<file path="src/rtl/core/lldq_ram.sv">
// ----------------------------------------------------------------------------
// lldq_ram
// Generic simple dual-port RAM (one write port, one read port) with a registered read.
// ----------------------------------------------------------------------------
`default_nettype none
module lldq_ram #(
   parameter int Width = 8,
   parameter int Depth = 16
) (
   input  wire logic                     clock,
   input  wire logic                     wr_en,
   input  wire logic [$clog2(Depth)-1:0] wr_addr,
   input  wire logic [Width-1:0]         wr_data,
   input  wire logic [$clog2(Depth)-1:0] rd_addr,
   output logic      [Width-1:0]         rd_data
);
   logic [Width-1:0] mem [Depth];

   always_ff @(posedge clock) begin
      if (wr_en) begin
         mem[wr_addr] <= wr_data;
      end
      rd_data <= mem[rd_addr];
   end
endmodule
`default_nettype wire

</file>
<file path="config.mk">
export PLATFORM = sky130hd
export DESIGN_NAME = lldq_ram
export DESIGN_NICKNAME = d
export VERILOG_FILES = /design/src/rtl/core/lldq_ram.sv
export SDC_FILE = /design/constraint.sdc
export NUM_CORES = 1
export LEC_CHECK = 0
export ABC_AREA = 1
export BUFFER_PORTS_ARGS = -buffer_cell sky130_fd_sc_hd__clkbuf_2
export CAP_MARGIN = 20
export CORE_ASPECT_RATIO = 1.25
export CORE_MARGIN = 2
export CORE_UTILIZATION = 55
export CTS_CLUSTER_SIZE = 8
export DETAILED_ROUTE_END_ITERATION = 10
export GPL_TIMING_DRIVEN = 1
export MAX_ROUTING_LAYER = met4
export PLACE_DENSITY = 0.75
export SLEW_MARGIN = 30
export SYNTH_ARGS = -nofsm -noshare
export SYNTH_HDL_FRONTEND = slang
export SYNTH_SLANG_ARGS = --single-unit
</file>
<file path="constraint.sdc">
create_clock -name clock -period 1.1 [get_ports clock]
set_input_delay 0.165 -clock clock [delete_from_list [all_inputs] [get_ports clock]]
set_output_delay 0.165 -clock clock [all_outputs]
set_load 0.02 [all_outputs]
</file>
==> summary.txt <==
Timing
  • Worst-Margin Slew: 0.4347 ns
  • Fin. Hold Viols: 0
  • Setup TNS Final: 0 ns
  • Rel. slew slack: 0.7102
  • Pins over their slew limit: 0
  • Minimum clock period: 1.086 ns
  • Hold WS: 0.1891 ns
  • Crit share post-route: 0.9870
  • Setup-failing EPs final: 0
  • RSZ-0062 raised after global routing: no
  • Fin Clk Skew: 0.007895 ns
  • Max Freq: 921.0 MHz

GRT
  • Initial antenna violation count: 0
  • First-pass GRT wire length: 20560 um
  • Vias in the first global route: 3926
  • Largest net degree at the start of global routing: 37
  • Gr ovfl total: 0
  • GRT Overall Usage: 0.2580

Logic synthesis
  • EDFF count, synth: 128
  • Synth area leaders: edfxtp_1 67%, nand2_1 11%, nand3_1 8.4%
  • Syn_nets: 569
  • Most frequent cells after synthesis: 173 x nand2_1, 128 x edfxtp_1, 100 x inv_1
  • Post-Syn Instances: 551
  • Asr flop ratio synth: 0
  • Ys flop type: edfxtp_1
  • Top cell type's share of synthesized area: 0.6665
  • Sequential share of the synthesized area: 0.6943
  • Synth area leader: edfxtp_1
  • Most frequent cell after synthesis: nand2_1
  • Synthesized cell area: 5767 sq um
  • Yosys warning count: 0
  • Count of different cell masters after synthesis: 12
  • Yosys reg bits: 136
  • Mean post-synth cell area: 10.47 sq um

Power and ir drop
  • Net Sw Frac: 0.2172
  • Clock Power Share: 0.453
  • Comb pwr share: 0.067
  • Internal power: 0.009514 W
  • PwrDens: 1786 nW/um^2
  • Part of the power in registers: 0.480
  • VDD IR max: 0.001275 V
  • Leakage power: 2.978 nW
  • Switch Pwr: 0.002641 W

Worst setup path
  • WP data arrival: 0.92 ns
  • Crit Path Category: register to output port
  • Reg2reg end: rd_data[3]$_DFF_P_
  • Max stage delay on crit path: 0.35 ns
  • Reg2Reg Setup Slack: 0.09 ns
  • Worst reg2reg path depth: 6
  • CP Depth: 1
  • Crit-path cells: clkbuf_8
  • Slowest stage cell on the critical path: dfxtp_1
  • Reg2reg start: mem[15][3]$_DFFE_PP_
  • Critical Path Source Type: register
  • CP bufs+invs: 1
  • Critical path peak fanout: 1
  • Crit path required time: 0.94 ns
  • Crit-path leading delay family: flip-flops
  • Crit end category: output port
  • Crit path capture: rd_data[2]
  • Setup crit start: rd_data[2]$_DFF_P_

Detailed routing
  • DRC: 0
  • Detailed-route wire length per cell: 17.31 um
  • Total number of vias: 3989
  • Routed wire length: 12830 um
  • Drt first-iter violations: 353
  • Via density: 5.383
  • Antenna-violating nets left: 0
  • Detailed Routing Iterations Pass 1: 5

Floorplanning
  • Core Region: 10160 sq um
  • Die Height: 118.5 um
  • Die ar.: 11330 sq um
  • Die X: 95.59 um
  • I/O pin count: 26
  • Num rows: 41
  • Starting Density: 0.5678

Place
  • Final weighted congestion in routability-driven placement: 0.8851
  • Detailed Place HPWL: 8032 um
  • Input/output buffers: 25

CTS
  • Reg clk slew, reported paths: 0.06 ns
  • Clock root cell: clkbuf_16
  • TritonCTS Sinks: 136
  • H-tree depth: 4
  • Max Buffers Root-to-Sink: 2
  • Hold buffers post-CTS: 0
  • Total CTS buffers: 17
  • CTS tree: yes
  • Worst skew pair latency: 0.42 ns

Job
  • # Max-Cap Violations: 0

Layout
  • Fillers: 707
  • Area delta synth->final: 17.99%
  • Fin util: 0.6699
  • ANT cells: 0
  • # nets final: 617
  • Multi-input logic area: 1219 sq um
  • Layout cells sized above 1: 0.1438
  • Sequential Area: 4006 sq um

Worst hold path
  • Hold path depth: 4
  • Hold/Removal Path Class: primary input to register

Run status
  • Status: finished, final reports clean
## flip-flops by register name, indices dropped and copies added (netlist names)
register,count
mem,128
rd_data,8
## worst min path at each step
stage | end | from | slack [ns]
final | rd_data[2]$_DFF_P_ | rd_addr[3] | 0.19
after global routing | rd_data[0]$_DFF_P_ | rd_addr[3] | 0.20
after CTS | rd_data[2]$_DFF_P_ | rd_addr[3] | 0.18
after detailed placement | rd_data[0] | rd_data[0]$_DFF_P_ | 0.58
after global placement | rd_data[0] | rd_data[0]$_DFF_P_ | 0.58
after floorplan | mem[0][0]$_DFFE_PP_ | wr_data[0] | 0.26
## layer usage
layer | track usage | vias to the layer above | wire, um
li1 | - | 1873 | -
met5 | - | - | 0
met1 | 0.3241 | 1897 | 4794
met3 | 0.05417 | 36 | 888
met4 | 0.1188 | 0 | 393
met2 | 0.4012 | 183 | 6750
## power by group through the flow
stage	sequential, W	combinational (W)	clock [W]
finish	0.00584	0.000809	0.00551
global route	0.00584	0.000889	0.00582
CTS	0.00584	0.000806	0.00554
detailed placement	0.00594	0.000781	0
global placement	0.00594	0.000753	0
floorplan	0.00597	0.000409	0
## worst reg2reg max path, stage by stage, from the launching register on
cell and delay [ns]:
edfxtp_1 0.38, inv_1 0.08, nand2_1 0.06, nand3_1 0.08
nand3_1 0.11, nand3_1 0.13, nand2_1 0.05
## repair_timing
item / CTS / global route
resized for setup: 8 / 1
setup endpoints to repair: 3 / 1
endpoints found under the hold margin: 0 / 0
buffers inserted: 0 / 0
## per-stage QoR
stage	instances	power [W]	setup slack [ns]	instance area, sq um
3_3_place_gp	709	0.006690	-0.1170	6185
4_1_cts	741	0.01218	0.004247	6799
6_report	741	0.01215	0.01425	6804
2_1_floorplan	551	0.006380	-0.01584	5767
5_1_grt	741	0.01255	0.0005955	6804
3_5_place_dp	709	0.006719	-0.1333	6185
## cells in the final DEF (no fill, tap or decap), drive strengths merged
| master | instances |
|---|---|
| nand3 | 97 |
| dfxtp | 8 |
| bufinv | 2 |
| clkinv | 4 |
| edfxtp | 128 |
| nand2 | 173 |
| nor2 | 17 |
| clkinvlp | 5 |
| nand3b | 2 |
| inv | 102 |
| buf | 28 |
| clkbuf | 46 |
## final cells by class
class / count / share of cell area
Multi-Input combinational cell: 289 / 0.1791
Inverter: 102 / 0.05627
Timing Repair Buffer: 53 / 0.06602
Clock inverter: 11 / 0.01839
Sequential cell: 136 / 0.5888
Clock buffer: 21 / 0.06767
Tap cell: 129 / 0.02372
## kinds of logic after synthesis
kind of cell / synth area share
buffers and inverters: 0.09525
flip-flops: 0.6943
AND/OR/NAND/NOR: 0.2105
No activity file was read; power rests on OpenSTA's default activity.
